## config.mk

```make
export PLATFORM = sky130hd
export DESIGN_NAME = capture_edge_synthesizer_top_flat
export DESIGN_NICKNAME = d
export VERILOG_FILES = /design/src/hw/rtl/ces_pkg.sv /design/src/hw/rtl/ces_channels.sv /design/src/hw/rtl/ces_div.sv /design/src/hw/rtl/ces_dp.sv /design/src/hw/rtl/ces_ctrl.sv /design/src/hw/rtl/capture_edge_synthesizer_top.sv /design/src/flat_wrapper.sv
export SDC_FILE = /design/constraint.sdc
export NUM_CORES = 1
export LEC_CHECK = 0
export ABC_AREA = 0
export BUFFER_PORTS_ARGS = -buffer_cell sky130_fd_sc_hd__buf_4
export CAP_MARGIN = 20
export CORE_MARGIN = 2
export CORE_UTILIZATION = 45
export DETAILED_ROUTE_END_ITERATION = 8
export GPL_TIMING_DRIVEN = 0
export PLACE_DENSITY_LB_ADDON = 0.2
export SLEW_MARGIN = 20
export SYNTH_ARGS = -nofsm -noshare
export SYNTH_HDL_FRONTEND = slang
export SYNTH_SLANG_ARGS = --single-unit
```

## constraint.sdc

```tcl
create_clock -name i_clk -period 10.1 [get_ports i_clk]
set_input_delay 1.01 -clock i_clk [delete_from_list [all_inputs] [get_ports i_clk]]
set_output_delay 1.01 -clock i_clk [all_outputs]
set_load 0.01 [all_outputs]
```

## src/hw/rtl/ces_pkg.sv

```systemverilog
package ces_pkg;

    // Sizes of the capture buffer and of the fields.
    localparam int BufferDepth = 64;
    localparam int TimeW       = 48;
    localparam int PresW       = 8;
    localparam int IndexW      = 7;
    localparam int SlotW       = 6;
    localparam int CaptW       = 16;
    localparam int BitsW       = 16;
    localparam int NsW         = 13;
    localparam int PwmNsW      = 26;
    localparam int BitCntW     = 4;

    // Divider geometry: elapsed time times four over 25 * (prescaler + 1).
    localparam int DivisorW    = 13;
    localparam int DividendW   = TimeW + 2;
    localparam int DivSteps    = DividendW / 2;
    localparam int DivCntW     = $clog2(DivSteps);

    localparam logic [DivisorW-1:0] DivScale = DivisorW'(25);
    localparam logic [9:0]          NsPerUs  = 10'd1000;

    // DShot bit periods and high times in ns.
    localparam logic [NsW-1:0] Period150 = NsW'(6667);
    localparam logic [NsW-1:0] Period300 = NsW'(3333);
    localparam logic [NsW-1:0] Period600 = NsW'(1667);

    typedef enum logic [1:0] {
        FUNC_ARM    = 2'd0,
        FUNC_TRESET = 2'd1,
        FUNC_FRAME  = 2'd2
    } t_func;

    typedef enum logic [1:0] {
        KIND_PWM      = 2'd0,
        KIND_DSHOT150 = 2'd1,
        KIND_DSHOT300 = 2'd2,
        KIND_DSHOT600 = 2'd3
    } t_kind;

    // Commands from the controller to the datapath.
    typedef struct packed {
        logic load;
        logic arm;
        logic treset;
        logic edge_init;
        logic div_start;
        logic emit;
        logic emit_drop;
        logic edge_adv;
    } t_cmd;

    // Status from the datapath to the controller.
    typedef struct packed {
        logic [1:0] func;
        logic       armed;
        logic       store_ok;
        logic       last_edge;
        logic       div_busy;
        logic       out_free;
    } t_status;

    // Bit period of a DShot frame kind.
    function automatic logic [NsW-1:0] bit_period(input t_kind kind);
        logic [NsW-1:0] p;
        unique case (kind)
            KIND_DSHOT150: p = Period150;
            KIND_DSHOT300: p = Period300;
            KIND_DSHOT600: p = Period600;
            default:       p = '0;
        endcase
        return p;
    endfunction

    // High time of a DShot bit: floor(3T/4) for a one, floor(3T/8) for a zero.
    function automatic logic [NsW-1:0] bit_high(input t_kind kind, input logic one);
        logic [NsW-1:0] h;
        unique case (kind)
            KIND_DSHOT150: h = one ? NsW'(5000) : NsW'(2500);
            KIND_DSHOT300: h = one ? NsW'(2499) : NsW'(1249);
            KIND_DSHOT600: h = one ? NsW'(1250) : NsW'(625);
            default:       h = '0;
        endcase
        return h;
    endfunction

endpackage

```

## src/hw/rtl/ces_channels.sv

```systemverilog
// Request channel: one command or frame per request.
interface ces_req_if;
    logic                          valid;
    logic                          ready;
    logic [1:0]                    func;
    logic [ces_pkg::TimeW-1:0]     time_ns;
    logic [ces_pkg::PresW-1:0]     arm_prescaler;
    logic [ces_pkg::IndexW-1:0]    arm_edge_count;
    logic [1:0]                    frame_kind;
    logic [ces_pkg::BitsW-1:0]     frame_bits;

    modport source (
        output valid, func, time_ns, arm_prescaler, arm_edge_count, frame_kind,
               frame_bits,
        input  ready
    );
    modport sink (
        input  valid, func, time_ns, arm_prescaler, arm_edge_count, frame_kind,
               frame_bits,
        output ready
    );
endinterface

// Result channel: one captured edge per result.
interface ces_rsp_if;
    logic                          valid;
    logic                          ready;
    logic [ces_pkg::CaptW-1:0]     capture_value;
    logic                          edge_stored;
    logic [ces_pkg::SlotW-1:0]     buffer_slot;
    logic                          frame_dropped;
    logic                          transfer_done;
    logic                          last;

    modport source (
        output valid, capture_value, edge_stored, buffer_slot, frame_dropped,
               transfer_done, last,
        input  ready
    );
    modport sink (
        input  valid, capture_value, edge_stored, buffer_slot, frame_dropped,
               transfer_done, last,
        output ready
    );
endinterface

```

## src/hw/rtl/ces_div.sv

```systemverilog
// Restoring divider, two quotient bits per cycle; keeps the low quotient bits.
module ces_div (
    input  logic                             i_clk,
    input  logic                             i_rst_n,
    input  logic                             i_start,
    input  logic [ces_pkg::DividendW-1:0]    i_dividend,
    input  logic [ces_pkg::DivisorW-1:0]     i_divisor,
    output logic                             o_busy,
    output logic [ces_pkg::CaptW-1:0]        o_quot
);

    logic                              r_busy;
    logic [ces_pkg::DivCntW-1:0]       r_cnt;
    logic [ces_pkg::DividendW-1:0]     r_num;
    logic [ces_pkg::DivisorW-1:0]      r_rem;
    logic [ces_pkg::DivisorW-1:0]      r_den;
    logic [ces_pkg::CaptW-1:0]         r_quot;

    logic [ces_pkg::DivisorW:0]        w_t1;
    logic [ces_pkg::DivisorW:0]        w_t2;
    logic [ces_pkg::DivisorW-1:0]      w_r1;
    logic [ces_pkg::DivisorW-1:0]      w_r2;
    logic                              w_q1;
    logic                              w_q2;

    // Two dependent compare-and-subtract steps on the partial remainder.
    always_comb begin
        w_t1 = {r_rem, r_num[ces_pkg::DividendW-1]};
        w_q1 = (w_t1 >= {1'b0, r_den});
        w_r1 = w_q1 ? ces_pkg::DivisorW'(w_t1 - {1'b0, r_den})
                    : ces_pkg::DivisorW'(w_t1);
        w_t2 = {w_r1, r_num[ces_pkg::DividendW-2]};
        w_q2 = (w_t2 >= {1'b0, r_den});
        w_r2 = w_q2 ? ces_pkg::DivisorW'(w_t2 - {1'b0, r_den})
                    : ces_pkg::DivisorW'(w_t2);
    end

    // Step counter and busy flag.
    always_ff @(posedge i_clk) begin
        if (!i_rst_n) begin
            r_busy <= 1'b0;
            r_cnt  <= '0;
        end else if (i_start) begin
            r_busy <= 1'b1;
            r_cnt  <= '0;
        end else if (r_busy) begin
            if (r_cnt == ces_pkg::DivCntW'(ces_pkg::DivSteps - 1)) begin
                r_busy <= 1'b0;
            end else begin
                r_cnt <= r_cnt + 1'b1;
            end
        end
    end

    // Operand and quotient registers.
    always_ff @(posedge i_clk) begin
        if (i_start) begin
            r_num  <= i_dividend;
            r_den  <= i_divisor;
            r_rem  <= '0;
            r_quot <= '0;
        end else if (r_busy) begin
            r_num  <= {r_num[ces_pkg::DividendW-3:0], 2'b00};
            r_rem  <= w_r2;
            r_quot <= {r_quot[ces_pkg::CaptW-3:0], w_q1, w_q2};
        end
    end

    assign o_busy = r_busy;
    assign o_quot = r_quot;

endmodule

```

## src/hw/rtl/ces_dp.sv

```systemverilog
// Datapath: capture state, edge time generation, divider and result register.
module ces_dp (
    input  logic                             i_clk,
    input  logic                             i_rst_n,
    input  ces_pkg::t_cmd                    i_cmd,
    output ces_pkg::t_status                 o_status,
    input  logic [1:0]                       i_func,
    input  logic [ces_pkg::TimeW-1:0]        i_time_ns,
    input  logic [ces_pkg::PresW-1:0]        i_arm_prescaler,
    input  logic [ces_pkg::IndexW-1:0]       i_arm_edge_count,
    input  logic [1:0]                       i_frame_kind,
    input  logic [ces_pkg::BitsW-1:0]        i_frame_bits,
    input  logic                             i_out_ready,
    output logic                             o_out_valid,
    output logic [ces_pkg::CaptW-1:0]        o_capture_value,
    output logic                             o_edge_stored,
    output logic [ces_pkg::SlotW-1:0]        o_buffer_slot,
    output logic                             o_frame_dropped,
    output logic                             o_transfer_done,
    output logic                             o_last
);

    // Latched request.
    logic [1:0]                      r_func;
    logic [ces_pkg::TimeW-1:0]       r_time;
    logic [ces_pkg::PresW-1:0]       r_psc_in;
    logic [ces_pkg::IndexW-1:0]      r_cnt_in;
    ces_pkg::t_kind                  r_kind;
    logic [ces_pkg::BitsW-1:0]       r_bits;
    logic [ces_pkg::PwmNsW-1:0]      r_pwm_ns;

    // Capture state.
    logic                            r_armed;
    logic [ces_pkg::DivisorW-1:0]    r_divisor;
    logic [ces_pkg::IndexW-1:0]      r_limit;
    logic [ces_pkg::IndexW-1:0]      r_index;
    logic [ces_pkg::TimeW-1:0]       r_base;

    // Edge walk.
    logic [ces_pkg::TimeW-1:0]       r_rise_el;
    logic [ces_pkg::TimeW-1:0]       r_edge_el;
    logic [ces_pkg::BitCntW-1:0]     r_bitcnt;
    logic                            r_fall;

    // Result register.
    logic                            r_out_valid;
    logic [ces_pkg::CaptW-1:0]       r_capture;
    logic                            r_stored;
    logic [ces_pkg::SlotW-1:0]       r_slot;
    logic                            r_dropped;
    logic                            r_done;
    logic                            r_last;

    logic                            w_store_ok;
    logic                            w_last_edge;
    logic [ces_pkg::IndexW-1:0]      w_idx_after;
    logic                            w_done;
    logic [ces_pkg::TimeW-1:0]       w_high;
    logic                            w_div_busy;
    logic [ces_pkg::CaptW-1:0]       w_quot;
    logic                            w_out_free;

    // Edge bookkeeping shared by the controller and the result register.
    always_comb begin
        w_store_ok  = (r_index < r_limit) && (int'(r_index) < ces_pkg::BufferDepth);
        w_last_edge = r_fall && ((r_kind == ces_pkg::KIND_PWM) || (&r_bitcnt));
        w_idx_after = w_store_ok ? r_index + 1'b1 : r_index;
        w_done      = w_last_edge && (w_idx_after >= r_limit);
        w_out_free  = !r_out_valid || i_out_ready;
        w_high      = (r_kind == ces_pkg::KIND_PWM)
                    ? ces_pkg::TimeW'(r_pwm_ns)
                    : ces_pkg::TimeW'(ces_pkg::bit_high(r_kind, r_bits[ces_pkg::BitsW-1]));
    end

    always_comb begin
        o_status.func      = r_func;
        o_status.armed     = r_armed;
        o_status.store_ok  = w_store_ok;
        o_status.last_edge = w_last_edge;
        o_status.div_busy  = w_div_busy;
        o_status.out_free  = w_out_free;
    end

    ces_div u_div (
        .i_clk      (i_clk),
        .i_rst_n    (i_rst_n),
        .i_start    (i_cmd.div_start),
        .i_dividend ({r_edge_el, 2'b00}),
        .i_divisor  (r_divisor),
        .o_busy     (w_div_busy),
        .o_quot     (w_quot)
    );

    // Request latch; the PWM width is scaled to ns on the way in.
    always_ff @(posedge i_clk) begin
        if (i_cmd.load) begin
            r_func   <= i_func;
            r_time   <= i_time_ns;
            r_psc_in <= i_arm_prescaler;
            r_cnt_in <= i_arm_edge_count;
            r_kind   <= ces_pkg::t_kind'(i_frame_kind);
            r_pwm_ns <= ces_pkg::PwmNsW'(i_frame_bits) * ces_pkg::PwmNsW'(ces_pkg::NsPerUs);
        end
    end

    // Frame bits shift out MSB first as the walk moves to the next bit.
    always_ff @(posedge i_clk) begin
        if (i_cmd.load) begin
            r_bits <= i_frame_bits;
        end else if (i_cmd.edge_adv && r_fall) begin
            r_bits <= {r_bits[ces_pkg::BitsW-2:0], 1'b0};
        end
    end

    // Capture state and edge walk.
    always_ff @(posedge i_clk) begin
        if (!i_rst_n) begin
            r_armed   <= 1'b0;
            r_divisor <= ces_pkg::DivScale;
            r_limit   <= '0;
            r_index   <= '0;
            r_base    <= '0;
            r_bitcnt  <= '0;
            r_fall    <= 1'b0;
        end else begin
            if (i_cmd.arm) begin
                r_armed   <= 1'b1;
                r_divisor <= ces_pkg::DivisorW'(ces_pkg::DivScale
                             * (ces_pkg::DivisorW'(r_psc_in) + 1'b1));
                r_limit   <= r_cnt_in;
                r_index   <= '0;
                r_base    <= r_time;
            end
            if (i_cmd.treset) begin
                r_divisor <= ces_pkg::DivScale;
                r_base    <= r_time;
            end
            if (i_cmd.edge_init) begin
                r_bitcnt <= '0;
                r_fall   <= 1'b0;
            end
            if (i_cmd.edge_adv) begin
                r_fall <= !r_fall;
                if (r_fall) begin
                    r_bitcnt <= r_bitcnt + 1'b1;
                end
            end
            if (i_cmd.emit) begin
                r_index <= w_idx_after;
                if (w_done) begin
                    r_armed <= 1'b0;
                end
            end
        end
    end

    // Elapsed times of the current bit start and of the current edge.
    always_ff @(posedge i_clk) begin
        if (i_cmd.edge_init) begin
            r_rise_el <= r_time - r_base;
            r_edge_el <= r_time - r_base;
        end else if (i_cmd.edge_adv) begin
            if (r_fall) begin
                r_rise_el <= r_rise_el + ces_pkg::TimeW'(ces_pkg::bit_period(r_kind));
                r_edge_el <= r_rise_el + ces_pkg::TimeW'(ces_pkg::bit_period(r_kind));
            end else begin
                r_edge_el <= r_rise_el + w_high;
            end
        end
    end

    // Result valid flag.
    always_ff @(posedge i_clk) begin
        if (!i_rst_n) begin
            r_out_valid <= 1'b0;
        end else if (i_cmd.emit || i_cmd.emit_drop) begin
            r_out_valid <= 1'b1;
        end else if (i_out_ready) begin
            r_out_valid <= 1'b0;
        end
    end

    // Result payload.
    always_ff @(posedge i_clk) begin
        if (i_cmd.emit) begin
            r_capture <= w_store_ok ? w_quot : '0;
            r_stored  <= w_store_ok;
            r_slot    <= w_store_ok ? r_index[ces_pkg::SlotW-1:0] : '0;
            r_dropped <= 1'b0;
            r_done    <= w_done;
            r_last    <= w_last_edge;
        end else if (i_cmd.emit_drop) begin
            r_capture <= '0;
            r_stored  <= 1'b0;
            r_slot    <= '0;
            r_dropped <= 1'b1;
            r_done    <= 1'b0;
            r_last    <= 1'b1;
        end
    end

    assign o_out_valid     = r_out_valid;
    assign o_capture_value = r_capture;
    assign o_edge_stored   = r_stored;
    assign o_buffer_slot   = r_slot;
    assign o_frame_dropped = r_dropped;
    assign o_transfer_done = r_done;
    assign o_last          = r_last;

endmodule

```

## src/hw/rtl/ces_ctrl.sv

```systemverilog
// Controller: sequences one request at a time through the datapath.
module ces_ctrl (
    input  logic                i_clk,
    input  logic                i_rst_n,
    input  logic                i_req_valid,
    output logic                o_req_ready,
    input  ces_pkg::t_status    i_status,
    output ces_pkg::t_cmd       o_cmd
);

    typedef enum logic [5:0] {
        S_IDLE   = 6'b000001,
        S_DECODE = 6'b000010,
        S_EDGE   = 6'b000100,
        S_DIV    = 6'b001000,
        S_EMIT   = 6'b010000,
        S_DROP   = 6'b100000
    } t_state;

    t_state r_state;
    t_state n_state;

    // Next state and commands.
    always_comb begin
        n_state = r_state;
        o_cmd   = '0;
        unique case (r_state)
            S_IDLE: begin
                if (i_req_valid) begin
                    o_cmd.load = 1'b1;
                    n_state    = S_DECODE;
                end
            end
            S_DECODE: begin
                unique case (i_status.func)
                    ces_pkg::FUNC_ARM: begin
                        o_cmd.arm = 1'b1;
                        n_state   = S_IDLE;
                    end
                    ces_pkg::FUNC_TRESET: begin
                        o_cmd.treset = 1'b1;
                        n_state      = S_IDLE;
                    end
                    ces_pkg::FUNC_FRAME: begin
                        if (i_status.armed) begin
                            o_cmd.edge_init = 1'b1;
                            n_state         = S_EDGE;
                        end else begin
                            n_state = S_DROP;
                        end
                    end
                    default: n_state = S_IDLE;
                endcase
            end
            S_EDGE: begin
                if (i_status.store_ok) begin
                    o_cmd.div_start = 1'b1;
                    n_state         = S_DIV;
                end else begin
                    n_state = S_EMIT;
                end
            end
            S_DIV: begin
                if (!i_status.div_busy) begin
                    n_state = S_EMIT;
                end
            end
            S_EMIT: begin
                if (i_status.out_free) begin
                    o_cmd.emit = 1'b1;
                    if (i_status.last_edge) begin
                        n_state = S_IDLE;
                    end else begin
                        o_cmd.edge_adv = 1'b1;
                        n_state        = S_EDGE;
                    end
                end
            end
            S_DROP: begin
                if (i_status.out_free) begin
                    o_cmd.emit_drop = 1'b1;
                    n_state         = S_IDLE;
                end
            end
            default: n_state = S_IDLE;
        endcase
    end

    // State register.
    always_ff @(posedge i_clk) begin
        if (!i_rst_n) begin
            r_state <= S_IDLE;
        end else begin
            r_state <= n_state;
        end
    end

    assign o_req_ready = (r_state == S_IDLE);

endmodule

```

## src/hw/rtl/capture_edge_synthesizer_top.sv

```systemverilog
// Input-capture timer fed by servo PWM pulses and DShot frames.
// i_req takes one request at a time: arm (prescaler, edge count, base time),
// timer reset (prescaler to zero, new base time), or a frame to expand.
// o_rsp gives one result per synthesized edge: 2 for PWM, 32 for DShot,
// and a single result flagged frame_dropped for a frame seen while disarmed.
// Arm and timer reset give no result.
// A stored edge takes one divide of the elapsed time times four by
// 25 * (prescaler + 1), run by a radix-4 divider in 25 steps, plus setup
// and output load. An edge that is not stored skips the divide.
// The request channel is ready only between requests.
// Results sit in an output register, so the last result of a frame may wait
// for the receiver while the next request is already taken.
// When the receiver stalls, the controller holds its place until the
// output register frees up; nothing is lost or repeated.
// Reset disarms the capture, clears the edge index, the limit and the base
// time, sets the prescaler to zero and empties the output register.
module capture_edge_synthesizer_top (
    input  logic        i_clk,
    input  logic        i_rst_n,
    ces_req_if.sink     i_req,
    ces_rsp_if.source   o_rsp
);

    ces_pkg::t_cmd     w_cmd;
    ces_pkg::t_status  w_status;

    ces_ctrl u_ctrl (
        .i_clk       (i_clk),
        .i_rst_n     (i_rst_n),
        .i_req_valid (i_req.valid),
        .o_req_ready (i_req.ready),
        .i_status    (w_status),
        .o_cmd       (w_cmd)
    );

    ces_dp u_dp (
        .i_clk            (i_clk),
        .i_rst_n          (i_rst_n),
        .i_cmd            (w_cmd),
        .o_status         (w_status),
        .i_func           (i_req.func),
        .i_time_ns        (i_req.time_ns),
        .i_arm_prescaler  (i_req.arm_prescaler),
        .i_arm_edge_count (i_req.arm_edge_count),
        .i_frame_kind     (i_req.frame_kind),
        .i_frame_bits     (i_req.frame_bits),
        .i_out_ready      (o_rsp.ready),
        .o_out_valid      (o_rsp.valid),
        .o_capture_value  (o_rsp.capture_value),
        .o_edge_stored    (o_rsp.edge_stored),
        .o_buffer_slot    (o_rsp.buffer_slot),
        .o_frame_dropped  (o_rsp.frame_dropped),
        .o_transfer_done  (o_rsp.transfer_done),
        .o_last           (o_rsp.last)
    );

endmodule

```

## src/flat_wrapper.sv

```systemverilog
// flat-port wrapper written by rule: the top's interface ports become plain ports
module capture_edge_synthesizer_top_flat 
  (i_clk, i_rst_n, i_req_valid, i_req_func, i_req_time_ns, i_req_arm_prescaler, i_req_arm_edge_count, i_req_frame_kind, i_req_frame_bits, i_req_ready, o_rsp_valid, o_rsp_capture_value, o_rsp_edge_stored, o_rsp_buffer_slot, o_rsp_frame_dropped, o_rsp_transfer_done, o_rsp_last, o_rsp_ready);
  ces_req_if i_req_i ();
  ces_rsp_if o_rsp_i ();
  input  logic i_clk;
  input  logic i_rst_n;
  input wire logic [$bits(i_req_i.valid)-1:0] i_req_valid;
  input wire logic [$bits(i_req_i.func)-1:0] i_req_func;
  input wire logic [$bits(i_req_i.time_ns)-1:0] i_req_time_ns;
  input wire logic [$bits(i_req_i.arm_prescaler)-1:0] i_req_arm_prescaler;
  input wire logic [$bits(i_req_i.arm_edge_count)-1:0] i_req_arm_edge_count;
  input wire logic [$bits(i_req_i.frame_kind)-1:0] i_req_frame_kind;
  input wire logic [$bits(i_req_i.frame_bits)-1:0] i_req_frame_bits;
  output wire logic [$bits(i_req_i.ready)-1:0] i_req_ready;
  output wire logic [$bits(o_rsp_i.valid)-1:0] o_rsp_valid;
  output wire logic [$bits(o_rsp_i.capture_value)-1:0] o_rsp_capture_value;
  output wire logic [$bits(o_rsp_i.edge_stored)-1:0] o_rsp_edge_stored;
  output wire logic [$bits(o_rsp_i.buffer_slot)-1:0] o_rsp_buffer_slot;
  output wire logic [$bits(o_rsp_i.frame_dropped)-1:0] o_rsp_frame_dropped;
  output wire logic [$bits(o_rsp_i.transfer_done)-1:0] o_rsp_transfer_done;
  output wire logic [$bits(o_rsp_i.last)-1:0] o_rsp_last;
  input wire logic [$bits(o_rsp_i.ready)-1:0] o_rsp_ready;
  assign i_req_i.valid = i_req_valid;
  assign i_req_i.func = i_req_func;
  assign i_req_i.time_ns = i_req_time_ns;
  assign i_req_i.arm_prescaler = i_req_arm_prescaler;
  assign i_req_i.arm_edge_count = i_req_arm_edge_count;
  assign i_req_i.frame_kind = i_req_frame_kind;
  assign i_req_i.frame_bits = i_req_frame_bits;
  assign i_req_ready = i_req_i.ready;
  assign o_rsp_valid = o_rsp_i.valid;
  assign o_rsp_capture_value = o_rsp_i.capture_value;
  assign o_rsp_edge_stored = o_rsp_i.edge_stored;
  assign o_rsp_buffer_slot = o_rsp_i.buffer_slot;
  assign o_rsp_frame_dropped = o_rsp_i.frame_dropped;
  assign o_rsp_transfer_done = o_rsp_i.transfer_done;
  assign o_rsp_last = o_rsp_i.last;
  assign o_rsp_i.ready = o_rsp_ready;
  capture_edge_synthesizer_top u_core (.i_clk(i_clk), .i_rst_n(i_rst_n), .i_req(i_req_i), .o_rsp(o_rsp_i));
endmodule
```

==> metrics.csv <==
metric,value,unit
number of levels the H-tree was split into,2,
Async SR Flop Fraction,0,%
pwr dens,192.9,nW/um^2
total routing resource utilization after global routing,21.79,%
number of stages on the worst hold path,0,
last weighted congestion value of the routability-driven placer,0.9378,
pin count of the biggest net entering global routing,60,
top achievable clock speed,158.8,MHz
"slowest stage delay, CP",0.48,ns
share of cells above drive strength 1,9.300,%
vias after detailed routing,19900,
Synthesis Warnings,0,
root buffer cell,clkbuf_16,
CTS hold repair buffers,0,
core region area,57700,sq um
stages on the worst setup path,24,
HPWL after DPL,50770,um
TritonCTS clock tree,built,
post-synthesis register bit count,412,
dominant delay contributor by cell family on the critical path,compound AO/OA/AOI/OAI gates,
Die Y,245.6,um
CTS max path bufs,3,
number of global-route vias before repair,19430,
DRC violation total after the first TritonRoute iteration,1348,
summed area of non-filler cells in the final layout,29670,sq um
First-pass DRT Iterations,5,
synthesized area divided by synthesized cell count,9.844,sq um
Resize count post-CTS,0,
post-CTS setup-driven buffer insertion count,0,
cell count of the worst reg-to-reg path,24,
run status,completed,
ranking of synthesized cells by area,"edfxtp_1, ha_1, dfxtp_1, a21oi_1, fa_1",
setup_tns,0,ns
library cell occupying the most area in the post-synthesis netlist,edfxtp_1,
clock buffers created by TritonCTS,46,
Setup-failing EPs final,0,
clk sink count,412,
largest vdd supply drop,0.1399,mV
type of the worst min-delay path,reg2reg,
Clock Latency Late Sink,0.59,ns
cell chain of the critical path,inv_1 > ha_1 > inv_1 > fa_1 > a21o_1 > a21oi_1 > o21ai_1 > a31oi_1 > nand2b_1 > a21boi_1 > clkbuf_1 > mux2i_1 > fa_1 > a21oi_1 > o22ai_1 > o41ai_2 > o2111ai_1 > a21o_1 > o21a_1 > nor3_1 > buf_2 > mux2i_1 > mux2i_1 > and2_1,
synthesis-to-layout area growth,12.99,%
minimum period implied by the final worst setup slack,6.296,ns
cell with the most instances after synthesis,edfxtp_1,
Leakage,11.64,nW
DIE WIDTH,245.6,um
clock input transition at the sequential cells of the worst setup and hold paths,0.06,ns
Worst Setup Start Kind,flip-flop,
Least-Margin Pin Slew,1.050,ns
number of antenna violations at the first check in global routing,0,
Inserted Diodes,0,
routed length per placed instance,18.08,um
unrepaired setup endpoints after global routing,no,
drc violations,0,
Post-Synthesis Cell Area,26260,sq um
Synth cell types,83,
final layout net count,3200,
Final Routed Wirelength,65720,um
# Max-Cap Violations,0,
Total Die Area,60310,sq um
clock skew after layout,0.02957,ns
worst slew margin relative to its limit,29.06,%
worst setup slack for register-to-register paths,3.80,ns
dominant synthesized flop cell,edfxtp_1,
buffers plus inverters on the worst setup path,4,
Syn Inst Count,2668,
largest fanout on the critical path,10,
pins over their slew limit,0,
endpoint arrival time on the critical path,6.77,ns
number of nets with antenna violations after detailed routing,0,
critical path endpoint category,flip-flop,
required time of the critical path,10.58,ns
post-synth top area share,32.93,%
core utilization of the finished layout,51.43,%
placement row count,88,
number of input and output port buffers inserted,114,
CP max-delay cell,fa_1,
Worst Setup Path Type,reg2reg,
sequential cell area fraction in the yosys report,42.38,%
final hold viol count,0,
per-cell via count in the routed design,5.473,
Post-DP Area,28180,sq um
commonest cells in the netlist,"edfxtp_1, nand2_1, a21oi_1",
wire length of the first global-routing pass,104300,um
syn_nets,3033,
CP most frequent cell,mux2i_1,
Starting Density,45.52,%
# IOs,115,
number of synthesized flops with an enable pin,288,
final critical-path share of the clock period,62.33,%
remaining global-route overflow,0,
[kinds of logic (layout without fill, tap and decap cells)]
logic type      Yosys count  count (layout)  synth area share [%]
simple gates            789             789                 14.06
compound gates          590             590                 13.72
flops                   412             412                 42.38
buf+inv                 315             518                 4.650
fa+ha+maj               278             278                 15.05
xor+xnor                194             194                 6.470
mux                      90              90                 3.678
[layout by cell type (no fill, tap or decap), types with 30 or more instances in the layout]
cell       count
mux2_2        32
nor3_1        43
nand3_1       53
fa_1          63
inv_1        208
mux2i_1       38
xor2_1        78
edfxtp_1     288
buf_4        117
a21o_1        51
a211oi_1      30
nand2_1      258
clkbuf_16     50
a21oi_1      257
nor2_1       216
dfxtp_1      124
and3_1        43
clkbuf_1      97
ha_1         215
xnor2_1      116
o21ai_0      114
[report_power, final]
part	internal, mW	leakage, nW	switching [mW]
clock network	0.965	0.745	0.684
logic	0.857	7.20	1.16
registers	2.00	3.69	0.0570
[per-layer routing]
metal	share of wire (%)	routed length, um	vias to the layer above	GRT usage, %
met3	5.5	3646	92	2.652
met2	45	29790	522	35.36
met5	0	0	-	0
li1	-	-	9749	-
met1	47	30590	9537	30.53
met4	2.6	1691	0	6.435
[final cells by class]
type                    instances  area [sq um]
fillers                      5311         28020
well taps                     765         957.2
inverters                     213         804.5
flip-flops and latches        412         11130
plain buffers                 102         421.7
clock buffers                  67          1365
multi-input cells            1941         13930
repair buffers                119         935.9
clock inverters                17         126.4
[worst register-to-register path, cell delays in order, from the launching register on]
cell and delay, ns:
edfxtp_1 0.37, inv_1 0.13, ha_1 0.19, inv_1 0.06, fa_1 0.41, a21o_1 0.21
a21oi_1 0.31, o21ai_1 0.13, a31oi_1 0.26, nand2b_1 0.08, a21boi_1 0.41, clkbuf_1 0.40
mux2i_1 0.25, fa_1 0.48, a21oi_1 0.24, o22ai_1 0.15, o41ai_2 0.40, o2111ai_1 0.24
a21o_1 0.25, o21a_1 0.19, nor3_1 0.19, buf_2 0.31, mux2i_1 0.25, mux2i_1 0.09
and2_1 0.18
[through the flow]
step | power [mW] | setup WS [ns] | hold WS (ns) | std cells
final | 5.724 | 3.804 | 0.4316 | 3636
after global routing | 6.101 | 3.346 | 0.4459 | 3636
after CTS | 5.767 | 3.762 | 0.4328 | 3636
after detailed placement | 4.091 | 3.810 | 0.4187 | 3552
after global placement | 4.048 | 3.864 | 0.4147 | 3547
after floorplan | 3.611 | 4.837 | 0.4081 | 2668
[flip-flops by register name, indices dropped and copies added, names as in the netlist, 16 cells and up]
signal / cells
u_core.u_dp.r_base: 48
u_core.u_dp.r_edge_el: 48
u_core.u_dp.r_rise_el: 48
u_core.u_dp.r_time: 48
u_core.u_dp.u_div.r_num: 48
u_core.u_dp.r_pwm_ns: 23
u_core.u_dp.o_capture_value: 16
u_core.u_dp.r_bits: 16
u_core.u_dp.u_div.o_quot: 16
[worst paths after layout]
| kind | start | end |
|---|---|---|
| setup reg to reg | u_core.u_dp.u_div.r_num[49] | u_core.u_dp.u_div.r_rem[2] |
| setup / recovery | u_core.u_dp.u_div.r_num[49] | u_core.u_dp.u_div.r_rem[2] |
| hold / removal | u_core.u_dp.r_divisor[1] | u_core.u_dp.u_div.r_den[1] |
| hold reg to reg | u_core.u_dp.r_divisor[1] | u_core.u_dp.u_div.r_den[1] |
No activity file was read; power rests on OpenSTA's default activity.
